## src/rtl/lzwd_pkg.sv

```systemverilog
// Package for the LZSS window decoder: field widths, token decoding constants
// and the byte handoff struct. No dependencies.
package lzwd_pkg;

    localparam int WIN_DEPTH = 4096;
    localparam int WIN_AW    = $clog2(WIN_DEPTH);
    localparam int BYTE_W    = 8;
    localparam int TOKEN_W   = 16;
    localparam int LEN_W     = 5;

    // Token layout: distance minus one in the low bits, length minus three above.
    localparam logic [LEN_W-1:0] MIN_MATCH = 5'd3;

    typedef logic [BYTE_W-1:0] t_byte;
    typedef logic [WIN_AW-1:0] t_waddr;
    typedef logic [LEN_W-1:0]  t_len;

    // One decoded byte waiting to be written to the window and the output register.
    typedef struct packed {
        logic  valid;
        t_byte data;
        logic  last;
    } t_byte_xfer;

endpackage

```

## src/rtl/lzwd_in_if.sv

```systemverilog
// Input channel of the LZSS window decoder: one token per transaction.
// Depends on nothing.
interface lzwd_in_if;
    logic        valid;
    logic        ready;
    logic        is_match;
    logic [7:0]  literal_byte;
    logic [15:0] match_token;

    modport source (output valid, output is_match, output literal_byte,
                    output match_token, input ready);
    modport sink   (input valid, input is_match, input literal_byte,
                    input match_token, output ready);
endinterface

```

## src/rtl/lzwd_seq.sv

```systemverilog
// Copy sequencer of the LZSS window decoder: takes tokens, issues window
// reads, writes decoded bytes back. Depends on lzwd_pkg and lzwd_in_if.
module lzwd_seq (
    input  logic                 i_clk,
    input  logic                 i_rst_n,
    lzwd_in_if.sink              i_in,
    input  logic                 i_take,
    input  lzwd_pkg::t_byte      i_rd_data,
    output logic                 o_we,
    output lzwd_pkg::t_waddr     o_waddr,
    output lzwd_pkg::t_byte      o_wdata,
    output logic                 o_re,
    output lzwd_pkg::t_waddr     o_raddr,
    output lzwd_pkg::t_byte_xfer o_byte
);
    import lzwd_pkg::*;

    // Control state.
    logic   r_pend;
    t_len   r_rem;
    t_waddr r_wp;

    // Payload of the pending byte and the copy read pointer.
    t_waddr r_rd_ptr;
    logic   r_fwd;
    t_byte  r_fwd_byte;
    logic   r_pend_last;

    logic   accept;
    logic   consume;
    logic   issue;
    t_byte  cons_byte;
    t_len   match_len;
    t_waddr match_src;

    // Tokens are taken only when no copy is running and nothing is pending.
    assign i_in.ready = (r_rem == '0) && !r_pend;
    assign accept     = i_in.valid && i_in.ready;

    assign match_len = t_len'(i_in.match_token[15:12]) + MIN_MATCH;
    assign match_src = r_wp - t_waddr'(i_in.match_token[11:0]) - t_waddr'(1);

    // A pending byte leaves when the output register can take it.
    assign consume   = r_pend && i_take;
    assign cons_byte = r_fwd ? r_fwd_byte : i_rd_data;

    // Next copy read goes out when the pending slot is empty or frees up this cycle.
    assign issue = (r_rem != '0) && (!r_pend || consume);

    // Window port connections.
    assign o_we    = consume;
    assign o_waddr = r_wp;
    assign o_wdata = cons_byte;
    assign o_re    = issue;
    assign o_raddr = r_rd_ptr;

    assign o_byte.valid = r_pend;
    assign o_byte.data  = cons_byte;
    assign o_byte.last  = r_pend_last;

    // Control registers.
    always_ff @(posedge i_clk) begin
        if (!i_rst_n) begin
            r_pend <= 1'b0;
            r_rem  <= '0;
            r_wp   <= '0;
        end else begin
            if (consume) begin
                r_wp <= r_wp + t_waddr'(1);
            end
            if (accept && !i_in.is_match) begin
                r_pend <= 1'b1;
            end else if (issue) begin
                r_pend <= 1'b1;
            end else if (consume) begin
                r_pend <= 1'b0;
            end
            if (accept && i_in.is_match) begin
                r_rem <= match_len;
            end else if (issue) begin
                r_rem <= r_rem - t_len'(1);
            end
        end
    end

    // Payload registers. A read that hits the entry written in the same cycle
    // takes the written byte instead of the stale RAM data.
    always_ff @(posedge i_clk) begin
        if (accept) begin
            if (i_in.is_match) begin
                r_rd_ptr <= match_src;
            end else begin
                r_fwd       <= 1'b1;
                r_fwd_byte  <= i_in.literal_byte;
                r_pend_last <= 1'b1;
            end
        end else if (issue) begin
            r_rd_ptr    <= r_rd_ptr + t_waddr'(1);
            r_fwd       <= consume && (r_rd_ptr == r_wp);
            r_fwd_byte  <= cons_byte;
            r_pend_last <= (r_rem == t_len'(1));
        end
    end

endmodule

```

## src/flat_wrapper.sv

```systemverilog
// flat-port wrapper written by rule: the top's interface ports become plain ports
module lzwd_seq_flat import lzwd_pkg::*;
  (i_clk, i_rst_n, i_take, i_rd_data, o_we, o_waddr, o_wdata, o_re, o_raddr, o_byte, i_in_valid, i_in_is_match, i_in_literal_byte, i_in_match_token, i_in_ready);
  lzwd_in_if i_in_i ();
  input  logic i_clk;
  input  logic i_rst_n;
  input  logic i_take;
  input  lzwd_pkg::t_byte i_rd_data;
  output logic o_we;
  output lzwd_pkg::t_waddr o_waddr;
  output lzwd_pkg::t_byte o_wdata;
  output logic o_re;
  output lzwd_pkg::t_waddr o_raddr;
  output lzwd_pkg::t_byte_xfer o_byte;
  input wire logic [$bits(i_in_i.valid)-1:0] i_in_valid;
  input wire logic [$bits(i_in_i.is_match)-1:0] i_in_is_match;
  input wire logic [$bits(i_in_i.literal_byte)-1:0] i_in_literal_byte;
  input wire logic [$bits(i_in_i.match_token)-1:0] i_in_match_token;
  output wire logic [$bits(i_in_i.ready)-1:0] i_in_ready;
  assign i_in_i.valid = i_in_valid;
  assign i_in_i.is_match = i_in_is_match;
  assign i_in_i.literal_byte = i_in_literal_byte;
  assign i_in_i.match_token = i_in_match_token;
  assign i_in_ready = i_in_i.ready;
  lzwd_seq u_core (.i_clk(i_clk), .i_rst_n(i_rst_n), .i_in(i_in_i), .i_take(i_take), .i_rd_data(i_rd_data), .o_we(o_we), .o_waddr(o_waddr), .o_wdata(o_wdata), .o_re(o_re), .o_raddr(o_raddr), .o_byte(o_byte));
endmodule
```

## config.mk

```make
export PLATFORM = sky130hd
export DESIGN_NAME = lzwd_seq_flat
export DESIGN_NICKNAME = d
export VERILOG_FILES = /design/src/rtl/lzwd_pkg.sv /design/src/rtl/lzwd_in_if.sv /design/src/rtl/lzwd_seq.sv /design/src/flat_wrapper.sv
export SDC_FILE = /design/constraint.sdc
export NUM_CORES = 1
export LEC_CHECK = 0
export BUFFER_PORTS_ARGS = -buffer_cell sky130_fd_sc_hd__buf_2
export CAP_MARGIN = 20
export CORE_ASPECT_RATIO = 1.1
export CORE_MARGIN = 2
export CORE_UTILIZATION = 57
export CTS_CLUSTER_DIAMETER = 30
export DETAILED_ROUTE_END_ITERATION = 8
export PLACE_DENSITY = 0.83
export SYNTH_ARGS = -nofsm -noshare
export SYNTH_HDL_FRONTEND = slang
export SYNTH_SLANG_ARGS = --single-unit
```

## constraint.sdc

```tcl
create_clock -name i_clk -period 4.68 [get_ports i_clk]
set_clock_uncertainty 0.1 [all_clocks]
set_input_delay 0.234 -clock i_clk [delete_from_list [all_inputs] [get_ports i_clk]]
set_output_delay 0.234 -clock i_clk [all_outputs]
set_load 0.02 [all_outputs]
```

# Word level (Yosys, flattened, before mapping)
# Index checks and enable logic that the tools add are counted.
dict set report word_totals {
  ff_bits 40
  input_bits 37
  output_inout_bits 45
  word_cells 51
}
dict set report classes {
  addsub 6
  eq_ne 4
  muxes 17
  reduce_logical 17
}
# operator count
set op_table {}
lappend op_table {{$mux W12} 3}
lappend op_table {{$mux W8} 4}
lappend op_table {{$add A12 B1 Y12 const B} 2}
lappend op_table {{$eq A12 B12 Y1} 1}
lappend op_table {{$sub A12 B1 Y12 const B} 1}
lappend op_table {{$sub A12 B12 Y12} 1}
lappend op_table {{$mux W5} 2}
lappend op_table {{$mux W1} 8}
lappend op_table {{$logic_and A1 B1 Y1} 7}
lappend op_table {{$add A4 B2 Y5 const B} 1}
lappend op_table {{$eq A5 B1 Y1 const B} 1}
lappend op_table {{$logic_not A5 Y1} 1}
lappend op_table {{$reduce_bool A5 Y1} 1}
lappend op_table {{$sub A5 B1 Y5 const B} 1}
lappend op_table {{$ne A2 B2 Y1 const B} 2}
lappend op_table {{$reduce_and A2 Y1} 2}
lappend op_table {{$reduce_bool A2 Y1} 2}
lappend op_table {{$reduce_bool A3 Y1} 1}
lappend op_table {{$logic_not A1 Y1} 2}
lappend op_table {{$logic_or A1 B1 Y1} 1}

# Depth between registers and ports, before layout
dict set report depth {
  ltp_word 5
  mapped_depth 8
  ltp_nobuf 8
}

# Least setup slack after synthesis
# OpenSTA, ideal clock, no wires.
dict set report synth_timing {
  kind {flip-flop to flip-flop}
  start {register u_core.r_rem[0]}
  end {register u_core.r_fwd (enable)}
  setup_time_ns 0.381
  arrival_ns 2.047
  t_required_ns 4.199
  setup_slack_ns 2.152
  path_stages_with_launch 6
  path_buffers 0
  synth_period_minus_slack_ns 2.528
  cell_sequence {dfxtp_1 > inv_1 > ha_1 > or4b_4 > or3b_4 > o21bai_1}
}
dict set report synth_between {
  elab_chain_cells 5
  elab_cells_between_ends 8
  cone_classes {1 x eq/ne; 7 x reduce/logical}
}
# item line_no
set synth_lines {}
lappend synth_lines {{start: declaration} lzwd_seq.sv:20} ;# t_len r_rem;
lappend synth_lines {{start signal: assignment} lzwd_seq.sv:79} ;# r_rem <= match_len;
lappend synth_lines {{start signal: assignment} lzwd_seq.sv:81} ;# r_rem <= r_rem - t_len'(1);
lappend synth_lines {{$logic_not A5 Y1} lzwd_seq.sv:37} ;# assign i_in.ready = (r_rem == '0) && !r_pend;
lappend synth_lines {{$logic_and A1 B1 Y1} lzwd_seq.sv:37}
lappend synth_lines {{$logic_and A1 B1 Y1} lzwd_seq.sv:38} ;# assign accept = i_in.valid && i_in.ready;
lappend synth_lines {{$ne A2 B2 Y1 (no source line) / $reduce_bool A2 Y1 (equally long branches)} --}
lappend synth_lines {{$reduce_and A2 Y1 (no source line) (*)} --}
lappend synth_lines {{end signal: assignment} lzwd_seq.sv:99} ;# r_fwd <= consume && (r_rd_ptr == r_wp);
lappend synth_lines {{end: declaration} lzwd_seq.sv:25} ;# logic r_fwd;
# Mark *: on every way between the ends. The rest lies on a longest branch, timed or not.
# A chain may end at the register's enable or synchronous reset.

# Worst setup path after layout
dict set report layout_timing {
  start {register u_core.r_rem[0]}
  end {register u_core.r_rd_ptr[7] (netlist: u_core.o_raddr[7]) (enable)}
}
dict set report layout_between {
  elab_chain_cells 5
  elab_cells_between_ends 8
  cone_classes {1 x eq/ne; 7 x reduce/logical}
}
# item line_no
set layout_lines {}
lappend layout_lines {{$logic_not A5 Y1} lzwd_seq.sv:37}
lappend layout_lines {{$logic_and A1 B1 Y1} lzwd_seq.sv:37}
lappend layout_lines {{$logic_and A1 B1 Y1} lzwd_seq.sv:38}
lappend layout_lines {{$ne A2 B2 Y1 (no source line) / $reduce_bool A2 Y1 (equally long branches)} --}
lappend layout_lines {{$reduce_and A2 Y1 (no source line) (*)} --}
lappend layout_lines {{end signal: assignment} lzwd_seq.sv:91} ;# r_rd_ptr <= match_src;
lappend layout_lines {{end signal: assignment} lzwd_seq.sv:98} ;# r_rd_ptr <= r_rd_ptr + t_waddr'(1);
lappend layout_lines {{end: declaration} lzwd_seq.sv:24} ;# t_waddr r_rd_ptr;
# Marked as above.

==> metrics <==
Mapped Cells 304; Critical Path Source u_core.r_rem[0]; Routed Wire Length approximately 6500 µm; final period utilization 0.668; largest family of logic cells by synthesized area simple AND/OR/NAND/NOR gates; reg2reg end u_core.o_raddr[7]; die width 72.0 µm; GRT Util Overall 0.238; max_slew headroom 0.336; Syn Area/Cell 9.54 µm²; num rows 27; setup TNS 0 ps; DRC 0; fmax 0.320 GHz; crit path capture u_core.o_raddr[7]; switching share of power 0.437; syn_nets 359; nets@finish 429; I/O pins 82; drt first pass iters 4; latest clock arrival within the worst-skew pair 290 ps; Routed Antenna Nets 0; Seq cells post-synth 40; Post-Synth XOR/XNOR Area 0.136; Die Span Y between 70 and 80 µm; EDFF count, synth 22; Post-CTS Resized 0; R2R setup slack 1560 ps; port bufs 81; CTS Buf Count 5; type of the worst min-delay path input port to register; top cells by area, synth edfxtp_1, dfxtp_1, ha_1; first-pass GRT wire length 10500 µm; Synth Cell Area 0.00290 mm²; Worst-path clk slew 80 ps; global routing's busiest layer met2; commonest non-fill, non-tap cell in the layout buf_2; largest area contributor in the netlist edfxtp_1; Seq pwr share 0.377; GRT overflow 0; Combinational Power Share 0.510; Synth Area in Adders 0.0802; largest net degree at the start of global routing 23; synth unique cells 51; Fin Hold WS 136 ps; hpwl dp 5170 µm; P_leak roughly 0.0016 µW; RSZ-0062 raised after global routing false; total core area 0.00497 mm²; # setup viols final 0; RR Startpoint u_core.r_rem[0]; Max-Cap Viols 0; post-CTS setup buffers 0; grt met1 use 0.318; Clk pwr share 0.113; root buffer cell clkbuf_8; worst-case clock buffer depth 2; Slew Viols, Final 0; die area between 0.005 and 0.006 mm²; DR vias/cell between 5 and 6; starting density of the core 0.584; nature of the critical path startpoint register; min Tclk post-route 3120 ps; Avg WL per Cell 15.0 µm; Main synth FF type edfxtp_1; Pwr Density around 590 mW/mm²; antenna violations before repair 0; Max rail drop VDD 332 µV; cts hold-fix bufs 0; htree depth 2; Multi-input gate area 0.00168 mm²; met2 Track Usage GR 0.387; async set-or-reset flop fraction in the synthesized netlist 0; initial DRC count 160; via count 2456; Worst Max-Slew Pin Slew 994 ps; Final Hold Violating Endpoints 0; status finished, final reports clean; vias in the first global route 2294; total power around 2000 µW; Ys Warns 0; CTS tree yes; Internal 1120 µW; Net Switching 869 µW; WS Path Type register to register; Worst Reg2Reg Path Length in Cells 6; mux share of post-synthesis cell area 0.0828; Post-Synth Simple-Gate Area 0.170; min setup slack post-route roughly 1600 ps; FF+latch area 0.00102 mm²; FILL cells 408; area added between synthesis and finish 15.4%; kind of end point of the critical path register; Synth Area in Compound Gates 0.112; Crit Path Max Fanout 16; layout cells sized above 1 0.293; ant diodes 0; Req. time, crit path ~4500 ps; commonest cells after routing, fill and taps aside buf_2, nand2_1, xnor2_1; share of the synthesized area in the top cell type 0.228; met3 Usage GRT 0.0254; post-synthesis sequential area ratio 0.352; crit path DAT 2960 ps; Placer Congestion 0.866; min-delay src i_in_literal_byte[6]; CTS sink count 40; Post-Place Worst Slack 1550 ps
power by group through the flow:
stage / sequential [µW] / clock, µW / combinational (µW)
floorplan: 762 / 0 / 763
global placement: 745 / 0 / 993
detailed placement: 754 / 0 / 1010
CTS: 747 / 227 / 1010
global route: 768 / 244 / 1110
finish: 748 / 225 / 1010
through the flow:
stage | cells | area, µm² | utilization
after floorplan | 304 | 2900 | -
after global placement | 425 | 3270 | 0.658
after detailed placement | 425 | 3270 | 0.658
after CTS | 433 | 3350 | 0.674
after global routing | 433 | 3350 | 0.674
final | 433 | 3350 | 0.674
synthesized netlist by cell type, drive strengths merged, types with 2 or more instances:
master	instances
nand2	28
xnor2	23
edfxtp	22
inv	22
xor2	22
dfxtp	18
ha	17
mux2	16
and2	13
buf	12
nor2	12
o21ai	12
a21oi	11
nand4	10
nand3	8
clkbuf	6
a21o	5
a21boi	4
o211ai	4
o21a	4
mux2i	3
nor3	3
nor4	3
and3	2
nor2b	2
nor3b	2
o21bai	2
final cells by class:
cell class | count | area share
tap | 58 | 0.0217
clock inverter | 2 | 0.00336
inverter | 22 | 0.0247
sequential | 40 | 0.305
clock buffer | 6 | 0.0217
multi-input combinational | 224 | 0.503
timing repair buffer | 81 | 0.121
state kept, by name (all words and copies together) (netlist names):
signal and flops:
u_core.o_raddr 12, u_core.o_waddr 12, u_core.r_fwd_byte 8, u_core.r_rem 5, u_core.r_fwd 1, u_core.r_pend 1
u_core.r_pend_last 1
cell families (layout without fill, tap and decap cells):
logic type / count (synthesis) / count (layout)
fa+ha+maj: 18 / 18
flops: 40 / 40
mux: 19 / 19
simple gates: 92 / 92
xor+xnor: 45 / 45
compound gates: 50 / 50
buf+inv: 40 / 111
critical path, cell delays in order, from the launching register on:
cell	delay (ps)
dfxtp_1	350
inv_1	100
ha_1	180
or4b_4	500
nor3b_2	700
nand2_1	340
nand2b_1	490
worst min-delay path by stage:
stage,to,slack [ps],cells after the start
floorplan,u_core.o_waddr[2],260,1
global placement,u_core.r_fwd_byte[1],440,2
detailed placement,u_core.r_fwd_byte[6],440,2
CTS,u_core.r_fwd_byte[6],130,2
global route,u_core.r_fwd_byte[6],130,2
finish,u_core.r_fwd_byte[6],140,2
metal layers:
| layer | vias to the layer above | wire length, µm |
|---|---|---|
| met5 | - | 0 |
| met4 | 0 | 226 |
| met3 | 19 | 362 |
| met2 | 81 | 3150 |
| met1 | 1159 | 2770 |
| li1 | 1197 | - |
(Power assumes the default switching activity.)
