### src/rtl/lzwd_pkg.sv
// Package for the LZSS window decoder: field widths, token decoding constants
// and the byte handoff struct. No dependencies.
package lzwd_pkg;

    localparam int WIN_DEPTH = 4096;
    localparam int WIN_AW    = $clog2(WIN_DEPTH);
    localparam int BYTE_W    = 8;
    localparam int TOKEN_W   = 16;
    localparam int LEN_W     = 5;

    // Token layout: distance minus one in the low bits, length minus three above.
    localparam logic [LEN_W-1:0] MIN_MATCH = 5'd3;

    typedef logic [BYTE_W-1:0] t_byte;
    typedef logic [WIN_AW-1:0] t_waddr;
    typedef logic [LEN_W-1:0]  t_len;

    // One decoded byte waiting to be written to the window and the output register.
    typedef struct packed {
        logic  valid;
        t_byte data;
        logic  last;
    } t_byte_xfer;

endpackage

### src/rtl/lzwd_out_if.sv
// Output channel of the LZSS window decoder: one decoded byte per transaction.
// Depends on nothing.
interface lzwd_out_if;
    logic       valid;
    logic       ready;
    logic [7:0] out_byte;
    logic       last;

    modport source (output valid, output out_byte, output last, input ready);
    modport sink   (input valid, input out_byte, input last, output ready);
endinterface

### src/rtl/lzwd_out.sv
// Output register of the LZSS window decoder: holds one byte for the sink.
// Depends on lzwd_pkg and lzwd_out_if.
module lzwd_out (
    input  logic                 i_clk,
    input  logic                 i_rst_n,
    input  lzwd_pkg::t_byte_xfer i_byte,
    output logic                 o_take,
    lzwd_out_if.source           o_out
);
    import lzwd_pkg::*;

    logic  r_valid;
    t_byte r_data;
    logic  r_last;

    // The register is free when empty or when its transaction completes now.
    assign o_take = !r_valid || o_out.ready;

    always_ff @(posedge i_clk) begin
        if (!i_rst_n) begin
            r_valid <= 1'b0;
        end else if (o_take) begin
            r_valid <= i_byte.valid;
        end
    end

    always_ff @(posedge i_clk) begin
        if (o_take && i_byte.valid) begin
            r_data <= i_byte.data;
            r_last <= i_byte.last;
        end
    end

    assign o_out.valid    = r_valid;
    assign o_out.out_byte = r_data;
    assign o_out.last     = r_last;

endmodule

### src/flat_wrapper.sv
// flat-port wrapper written by rule: the top's interface ports become plain ports
module lzwd_out_flat import lzwd_pkg::*;
  (i_clk, i_rst_n, i_byte, o_take, o_out_valid, o_out_out_byte, o_out_last, o_out_ready);
  lzwd_out_if o_out_i ();
  input  logic i_clk;
  input  logic i_rst_n;
  input  lzwd_pkg::t_byte_xfer i_byte;
  output logic o_take;
  output wire logic [$bits(o_out_i.valid)-1:0] o_out_valid;
  output wire logic [$bits(o_out_i.out_byte)-1:0] o_out_out_byte;
  output wire logic [$bits(o_out_i.last)-1:0] o_out_last;
  input wire logic [$bits(o_out_i.ready)-1:0] o_out_ready;
  assign o_out_valid = o_out_i.valid;
  assign o_out_out_byte = o_out_i.out_byte;
  assign o_out_last = o_out_i.last;
  assign o_out_i.ready = o_out_ready;
  lzwd_out u_core (.i_clk(i_clk), .i_rst_n(i_rst_n), .i_byte(i_byte), .o_take(o_take), .o_out(o_out_i));
endmodule
### config.mk
export PLATFORM = sky130hd
export DESIGN_NAME = lzwd_out_flat
export DESIGN_NICKNAME = d
export VERILOG_FILES = /design/src/rtl/lzwd_pkg.sv /design/src/rtl/lzwd_out_if.sv /design/src/rtl/lzwd_out.sv /design/src/flat_wrapper.sv
export SDC_FILE = /design/constraint.sdc
export NUM_CORES = 1
export LEC_CHECK = 0
export BUFFER_PORTS_ARGS = -buffer_cell sky130_fd_sc_hd__buf_2
export CAP_MARGIN = 20
export CORE_AREA = 3 3 40 42
export DETAILED_ROUTE_END_ITERATION = 12
export DIE_AREA = 0 0 43 45
export PLACE_DENSITY = 0.63
export SLEW_MARGIN = 15
export SYNTH_ARGS = -nofsm -noshare
export SYNTH_HDL_FRONTEND = slang
export SYNTH_SLANG_ARGS = --single-unit
### constraint.sdc
create_clock -name i_clk -period 1 [get_ports i_clk]
set_input_delay 0.15 -clock i_clk [delete_from_list [all_inputs] [get_ports i_clk]]
set_output_delay 0.15 -clock i_clk [all_outputs]
set_load 0.05 [all_outputs]
; ---- Yosys cells after proc, flatten, opt, wreduce, memory -nomap -nowiden
; Index checks and enable logic that the tools add are counted.
[word_totals]
in_bits = 13
ff_bits = 10
[op_classes]
reduce_logical = 3
[op_table]
columns = operator, n
row1 = logical AND 1 bit, 1
row2 = zero test 1 bit, 1
row3 = logical OR 1 bit, 1

; ---- Depth between registers and ports, before layout
; Gate-level depths: netlist (run 1).
[logic_depth]
word_depth = 3
mapped_depth = 2
mapped_depth_nobuf = 2

; ---- Worst setup path after synthesis (run 1)
; Ideal clock, no wire load.
[synth_path]
kind = register -> register
start = register u_core.r_valid (netlist: u_core.o_out.valid)
end = register u_core.r_last (netlist: u_core.o_out.last) (enable)
period_less_slack_ns = 1.379
arrival_ns = 1.129
path_slack_ns = -0.379
path_buffers = 0
stages_incl_launch_ff = 3
setup_ns = 0.250
t_required_ns = 0.750
path_cell_list = dfxtp_1 nand2b_4 and2_4
[synth_between]
elab_chain_cells = 3
[synth_rtl]
columns = item, line
row1 = from (decl), lzwd_out.sv:12  ; logic r_valid;
row2 = from (signal assigned), lzwd_out.sv:23  ; r_valid <= i_byte.valid;
row3 = zero test 1 bit, lzwd_out.sv:17  ; assign o_take = !r_valid || o_out.ready;
row4 = logical OR 1 bit, lzwd_out.sv:17
row5 = named net o_take, flat_wrapper.sv:8  ; output logic o_take;
row6 = logical AND 1 bit, lzwd_out.sv:28  ; if (o_take && i_byte.valid) begin
row7 = to (signal assigned), lzwd_out.sv:30  ; r_last <= i_byte.last;
row8 = to (decl), lzwd_out.sv:14  ; logic r_last;
; The timed path passes the listed nets, and every way through them passes these cells.
; A chain may end at the register's enable or synchronous reset.

; ---- Final worst setup path (run 1)
[layout_path]
start = register u_core.r_valid (netlist: u_core.o_out.valid)
end = output o_take
[layout_between]
elab_chain_cells = 2
[layout_rtl]
columns = item, line
row1 = zero test 1 bit, lzwd_out.sv:17
row2 = logical OR 1 bit, lzwd_out.sv:17
row3 = to (decl), flat_wrapper.sv:8
; No other way between the ends.

==> results of run 1 <==
## per-layer routing
metal	track usage, %	routed length, um	part of all wire (%)	up-vias
met4	3.61	0	0	0
met3	3.98	98	17	0
met1	5.85	198	34	92
li1	-	-	-	107
met2	9.28	280	49	18
met5	0	0	0	-
## how the worst max path moves through the flow
stage                                   startpoint                  endpoint  slack [ns]  depth (start not counted)
after floorplan                 u_core.o_out.valid         u_core.o_out.last       -0.10                          2
after global placement          u_core.o_out.valid  u_core.o_out.out_byte[7]        0.09                          2
after detailed placement        u_core.o_out.valid  u_core.o_out.out_byte[6]        0.08                          2
after CTS                 u_core.o_out.out_byte[0]         o_out_out_byte[0]       0.004                          1
after global routing      u_core.o_out.out_byte[1]         o_out_out_byte[1]       -0.01                          1
final                           u_core.o_out.valid                    o_take        0.03                          2
## report_power, final
group	leakage, nW	internal [W]	switching, W	total, W
combinational	0.128	0.0000633	0.000117	0.000180
sequential	0.0960	0.000484	0.00000945	0.000493
clock	0.0150	0.000153	0.000119	0.000272
total	0.238	0.000700	0.000246	0.000946
## cells by family (layout without fill, tap and decap cells)
logic type	count (synthesis)	after routing
flip-flops	10	10
AND/OR/NAND/NOR	2	2
AO/OA/AOI/OAI	1	1
buffers and inverters	1	28
## through the flow
step | area, um^2 | instances
global placement | 465 | 52
finish | 538 | 56
CTS | 505 | 56
floorplan | 332 | 14
detailed placement | 465 | 52
global route | 538 | 56
## layout make-up
class	count	area (um^2)
repair buffers	23	161
fillers	124	747
multi-input cells	3	33.8
flip-flops and latches	10	294
clock buffers	4	26.3
inverters	1	3.75
well taps	15	18.8
## cell usage in the layout, fill, tap and decap left out
cell	Yosys	routed
buf_2	0	12
buf_8	0	1
dfxtp_4	0	1
clkbuf_4	0	3
edfxtp_1	9	9
buf_4	0	7
buf_6	0	3
a21boi_2	1	1
inv_1	1	1
and2_4	1	1
clkbuf_1	0	1
nand2b_4	1	1
## repair_timing
action / in CTS / in global routing
setup endpoints to repair: 4 / 10
hold buffers: 0 / 0
resized for setup: 5 / 18
## sequential cells by signal (all words and copies together) (netlist names)
name	count
u_core.o_out.out_byte	8
u_core.o_out.valid	1
u_core.o_out.last	1
==> results_dict.tcl, run 1 <==
set metrics [dict create \
    ios 24 \
    h-tree-depth 1 \
    yosys.area_share.adder_pct 0 \
    ys_warn_count 0 \
    initial_core_util_pct 25.5 \
    synthXorXnorAreaFrac_pct 0 \
    cp_slowest_cell "dfxtp_4" \
    r2r_cells 2 \
    final-hold-violation-count 0 \
    numCtsBuffers 3 \
    grt_max_degree 10 \
    core_um2 1280 \
    final_nets 55 \
    hold_path_end "u_core.o_out.out_byte[3]" \
    power.density_nw_per_um2 1760 \
    status "finished, final reports clean" \
    final_antenna_net_count 0 \
    muxShareOfSynthArea_pct 0 \
    min_from "i_byte[4]" \
    whs_ns 0.0650 \
    fin_setup_tns_ns 0 \
    p_leak_nw 0.238 \
    slowest_delay_ns 0.35 \
    root_buffer "clkbuf_4" \
    setup_viol 0 \
    drtIter0Drc 2 \
    setup_ws_ns 0.0252 \
    globalplace.congestion 0.602 \
    required_ns 0.85 \
    gr-total-overflow 0 \
    crit_path_max_fanout 3 \
    cts.path.max_buffers 2 \
    synth_fp_nets 27 \
    drc 0 \
    hold_class "in -> reg" \
    hold-path-cell-count 1 \
    timing.rr.end "u_core.o_out.out_byte[4]" \
    ys_seq_area_share_pct 88.5 \
    max_cap_viol_count 0 \
    dieArea_um2 1940 \
    grt_use_total_pct 5.94 \
    drt-total-wl_um 577 \
    post-route-min-period_ns 0.975 \
    area_growth_pct 64.1 \
    wl_per_cell_um 10.3 \
    via_per_inst 3.88 \
    max_freq_mhz 1030 \
    grt_pass1_wl_um 745 \
    cts.clk_slew.worst_paths_ns 0.06 \
    endpoint_kind "output pin" \
    slew_headroom_pct 90.3 \
    critPathArrivalTime_ns 0.82 \
    regToRegSetupSlack_ns 0.06 \
    yosysMostFrequentCell "edfxtp_1" \
    diodes 0 \
    slew_viol_final 0 \
    synth_top_family_by_area "simple AND/OR/NAND/NOR gates" \
    clock_sinks 10 \
    synthesis.instances 14 \
    ys_ff_latch 10 \
    port-buffer-count 23 \
    std_cell_rows 13 \
    tightest_slew_ns 0.147 \
    vias 217 \
    chipWidth_um 43 \
    min_period_over_period_pct 97.5 \
    crit_type "reg -> out" \
    synth-async-reset-ratio_pct 0 \
    crit_family "flip-flops" \
    preCtsSetupSlack_ns 0.0780 \
    drive_gt1_share_pct 73.2 \
    syn_area_per_cell_um2 23.4 \
    postCtsSetupBuffers 0 \
    vdd_drop_max_mv 0.562 \
    cp_cell_sequence "nand2b_4 -> buf_8" \
    path_buf_inv 1 \
    cts_tree "done" \
    rsz0062_at_grt "yes" \
    yosysTopAreaCell "edfxtp_1" \
    post-route-util_pct 41.9 \
    netlist.area_leader.share_pct 82.4 \
    firstDrtPassIters 2 \
    die_y_um 45 \
    clock_skew_ns 0.00864 \
    reg2reg_from "u_core.o_out.valid" \
    synthSimpleGateAreaFrac_pct 6.87 \
    synthTopCellsByArea "edfxtp_1 (82%), dfxtp_1 (6.1%), nand2b_4 (4.2%)" \
    synthFlopType "edfxtp_1" \
    synth_area_um2 328 \
    grt_antenna_before_repair 0 \
    cp-start-kind "register" \
    synth-compound-area-share_pct 3.44 \
    clock_latency_ns 0.25 \
    grt_pass1_vias 190 \
    synth_edf_count 9 \
    p_total_w 0.000946 \
    yosysUniqueCellTypes 6 \
]
Power figures use the tool's default switching activity.
==> run 2: changes to the inputs <==
CTS_BUF_LIST = sky130_fd_sc_hd__clkbuf_8   (was not set)
==> run 2 against run 1 <==
  * Clock-buffer cell count fell by 1
  * Clock power grew 46%
  * Setup slack gained 0.021 ns
  * Critical path type unchanged
  * Largest cell class unchanged
  * Largest power group unchanged
==> results_dict.tcl, run 2 (synthesis results as in run 1) <==
set metrics [dict create \
    grt_pass1_vias 185 \
    hold_class "in -> reg" \
    port-buffer-count 23 \
    drive_gt1_share_pct 73.2 \
    crit_type "reg -> out" \
    grt_antenna_before_repair 0 \
    initial_core_util_pct 25.5 \
    tightest_slew_ns 0.249 \
    layout_common_cells "buf_2 (20), edfxtp_1 (9), clkbuf_8 (3), inv_1 (2)" \
    area_growth_pct 59.2 \
    globalplace.congestion 0.602 \
    cts.clk_slew.worst_paths_ns 0.05 \
    clock_sinks 10 \
    largest_reg_flops 8 \
    cp_cell_sequence "buf_2" \
    root_buffer "clkbuf_8" \
    cts_tree "done" \
    clock_skew_ns 0.00554 \
    final_antenna_net_count 0 \
    gr-total-overflow 0 \
    p_total_w 0.00105 \
    grt_pass1_wl_um 738 \
    clock_latency_ns 0.23 \
    post-route-min-period_ns 0.953 \
    vias 214 \
    cp-start-kind "register" \
    core_um2 1280 \
    grt_use_total_pct 6.11 \
    path_buf_inv 1 \
    crit_family "flip-flops" \
    post-route-util_pct 40.6 \
    dieArea_um2 1940 \
    postCtsSetupBuffers 0 \
    rsz0062_at_grt "no" \
    required_ns 0.85 \
    die_y_um 45 \
    drtIter0Drc 0 \
    std_cell_rows 13 \
    endpoint_kind "output pin" \
    layout_commonest_cell "buf_2" \
    diodes 0 \
    h-tree-depth 1 \
    cp_slowest_cell "edfxtp_1" \
    wl_per_cell_um 10.1 \
    slowest_delay_ns 0.36 \
    final_nets 55 \
    drt-total-wl_um 568 \
    cts.path.max_buffers 2 \
    chipWidth_um 43 \
    firstDrtPassIters 1 \
    via_per_inst 3.82 \
    final-hold-violation-count 0 \
    min_period_over_period_pct 95.3 \
    max_freq_mhz 1050 \
    setup_viol 0 \
    fill_cells 126 \
    crit_path_max_fanout 1 \
    p_leak_nw 0.238 \
    numCtsBuffers 3 \
    vdd_drop_max_mv 0.741 \
    max_cap_viol_count 0 \
    grt_max_degree 10 \
    ios 24 \
    slew_viol_final 0 \
    slew_headroom_pct 83.5 \
    status "finished, final reports clean" \
    power.density_nw_per_um2 2020 \
    drc 0 \
    critPathArrivalTime_ns 0.80 \
]
run 2: power breakdown:
part	switching (W)	internal, W
Sequential	0.00000729	0.000485
Clock	0.000132	0.000266
Combinational	0.000116	0.0000468
run 2: through the flow:
| step | cells | area (um^2) | setup TNS (ns) | hold slack [ns] | worst slack (ns) |
|---|---|---|---|---|---|
| after floorplan | 14 | 332 | -0.915 | 0.249 | -0.102 |
| after global placement | 52 | 465 | 0 | 0.328 | 0.0918 |
| after detailed placement | 52 | 465 | 0 | 0.328 | 0.0780 |
| after global routing | 56 | 522 | 0 | 0.0878 | 0.00478 |
| final | 56 | 522 | 0 | 0.0947 | 0.0465 |
| after CTS | 56 | 513 | 0 | 0.0895 | 0.00948 |
run 2: area by class of cell:
| class | count | area [um^2] | share of cell area [%] |
|---|---|---|---|
| Sequential cell | 10 | 294 | 56.4 |
| Timing Repair Buffer | 23 | 126 | 24.2 |
| Clock buffer | 3 | 41.3 | 7.91 |
| Multi-Input combinational cell | 3 | 33.8 | 6.47 |
| Tap cell | 15 | 18.8 | 3.60 |
| Clock inverter | 1 | 3.75 | 0.719 |
| Inverter | 1 | 3.75 | 0.719 |
run 2: path summary, 6_finish.rpt:
path | start | to | slack [ns] | cells after the start
min | i_byte[4] | u_core.o_out.out_byte[3] | 0.09 | 1
min reg2reg | u_core.o_out.valid | u_core.o_out.valid | 0.51 | 2
max reg2reg | u_core.o_out.valid | u_core.o_out.last | 0.07 | 2
max | u_core.o_out.out_byte[3] | o_out_out_byte[3] | 0.05 | 1
run 2: timing repair:
item / 4_1_cts / 5_1_grt
resized for setup: 1 / 4
setup endpoints to repair: 1 / 3
hold buffers: 0 / 0
run 2: layer usage:
| layer | global-route usage, % | vias to the layer above | wire, um | part of all wire (%) |
|---|---|---|---|---|
| met5 | 0 | - | 0 | 0 |
| li1 | - | 104 | - | - |
| met4 | 5.42 | 0 | 0 | 0 |
| met2 | 8.98 | 18 | 268 | 47 |
| met1 | 5.85 | 92 | 196 | 35 |
| met3 | 3.98 | 0 | 103 | 18 |
==> run 3: changes to the inputs <==
GPL_ROUTABILITY_DRIVEN = 0   (was not set)
GPL_TIMING_DRIVEN = 1   (was not set)
SETUP_SLACK_MARGIN = 0.05   (was not set)
==> run 3 against run 2 <==
  * Setup slack better by 0.0084 ns
  * Non-clock buffer count unchanged
  * Final cell count unchanged
  * Wire length up 1.2%
  * Clock power about the same
  * Final area up 10%
  * Sequential power up 1%
  * Utilization up 4.2 points
  * Sequential cell count unchanged
  * Total power up 2.7%
  * Critical endpoint is now o_take
  * Largest power group unchanged
==> results_dict.tcl, run 3 (synthesis results as in run 1) <==
set metrics [dict create \
    crit_path_max_fanout 3 \
    layout_commonest_cell "buf_2" \
    final_nets 55 \
    final_antenna_net_count 0 \
    grt_pass1_wl_um 772 \
    endpoint_kind "output pin" \
    drive_gt1_share_pct 73.2 \
    grt_antenna_before_repair 0 \
    h-tree-depth 1 \
    largest_reg_flops 8 \
    via_per_inst 3.84 \
    rsz0062_at_grt "yes" \
    r2r_cells 2 \
    cts.path.max_buffers 2 \
    drt-total-wl_um 575 \
    slew_viol_final 0 \
    dieArea_um2 1940 \
    clock_latency_ns 0.23 \
    ctsHoldBuffers 0 \
    tightest_slew_ns 0.147 \
    ios 24 \
    p_leak_nw 0.257 \
    crit_type "reg -> out" \
    gr-total-overflow 0 \
    hold_class "in -> reg" \
    cts_tree "done" \
    numCtsBuffers 3 \
    whs_ns 0.0947 \
    initial_core_util_pct 25.5 \
    drc 0 \
    clock_sinks 10 \
    die_y_um 45 \
    wl_per_cell_um 10.3 \
    clock_skew_ns 0.00554 \
    vdd_drop_max_mv 0.740 \
    final-hold-violation-count 0 \
    p_total_w 0.00108 \
    root_buffer "clkbuf_8" \
    cp-start-kind "register" \
    required_ns 0.85 \
    vias 215 \
    grt_use_total_pct 6.36 \
    std_cell_rows 13 \
    place_inst 52 \
    post-route-util_pct 44.8 \
    min_period_over_period_pct 94.5 \
    core_um2 1280 \
    grt_max_degree 10 \
    status "finished, final reports clean" \
    setup_viol 0 \
    cts.clk_slew.worst_paths_ns 0.05 \
    max_cap_viol_count 0 \
    hold-path-cell-count 1 \
    post-route-min-period_ns 0.945 \
    slew_headroom_pct 90.3 \
    firstDrtPassIters 1 \
    layout_common_cells "buf_2 (12), edfxtp_1 (9), buf_6 (8), clkbuf_8 (3)" \
    chipWidth_um 43 \
    power.density_nw_per_um2 1880 \
    drtIter0Drc 0 \
    max_freq_mhz 1060 \
    instances_no_fill 56 \
    diodes 0 \
    grt_pass1_vias 189 \
    critPathArrivalTime_ns 0.80 \
    postCtsSetupBuffers 0 \
    port-buffer-count 23 \
    area_growth_pct 75.6 \
]
[run 3: cell types whose count changed in the layout (fill, tap and decap cells not counted), sizes merged]
cell    delta
buf        +1
clkbuf     -1
[run 3: what timing repair did]
action                                 CTS  global route
gates resized for setup                 12            11
setup endpoints to repair                9             8
endpoints found under the hold margin    0             0
[run 3: worst max-delay path, cell delays in order, from the launching register on]
cell and delay [ns]:
dfxtp_4 0.34, nand2b_4 0.08, buf_8 0.14
[run 3: stage by stage]
stage          setup TNS, ns  area [um^2]  setup slack, ns
5_1_grt                    0          576           0.0272
3_5_place_dp               0          465           0.0780
6_report                   0          576           0.0549
3_3_place_gp               0          465           0.0918
2_1_floorplan         -0.915          332           -0.102
4_1_cts                    0          544           0.0411
[run 3: area by class of cell]
class / count / area, um^2
sequential: 10 / 294
clock inverter: 1 / 3.75
inverter: 1 / 3.75
tap: 15 / 18.8
fill: 118 / 709
timing repair buffer: 23 / 180
multi-input combinational: 3 / 33.8
clock buffer: 3 / 41.3
[run 3: routing by layer]
layer | GRT usage (%) | vias up | wire, um
li1 | - | 104 | -
met1 | 6.11 | 93 | 196
met2 | 9.58 | 18 | 285
met3 | 3.98 | 0 | 93
met4 | 5.42 | 0 | 0
met5 | 0 | - | 0
[run 3: power breakdown]
group          switching, W  internal [W]
sequential        0.0000117      0.000486
clock              0.000132      0.000266
combinational      0.000117     0.0000703
total              0.000260      0.000822
[run 3: path summary, 6_finish.rpt]
path         slack, ns               start                  endpoint
max reg2reg       0.05  u_core.o_out.valid         u_core.o_out.last
max               0.05  u_core.o_out.valid                    o_take
min reg2reg       0.52  u_core.o_out.valid        u_core.o_out.valid
min               0.09           i_byte[4]  u_core.o_out.out_byte[3]
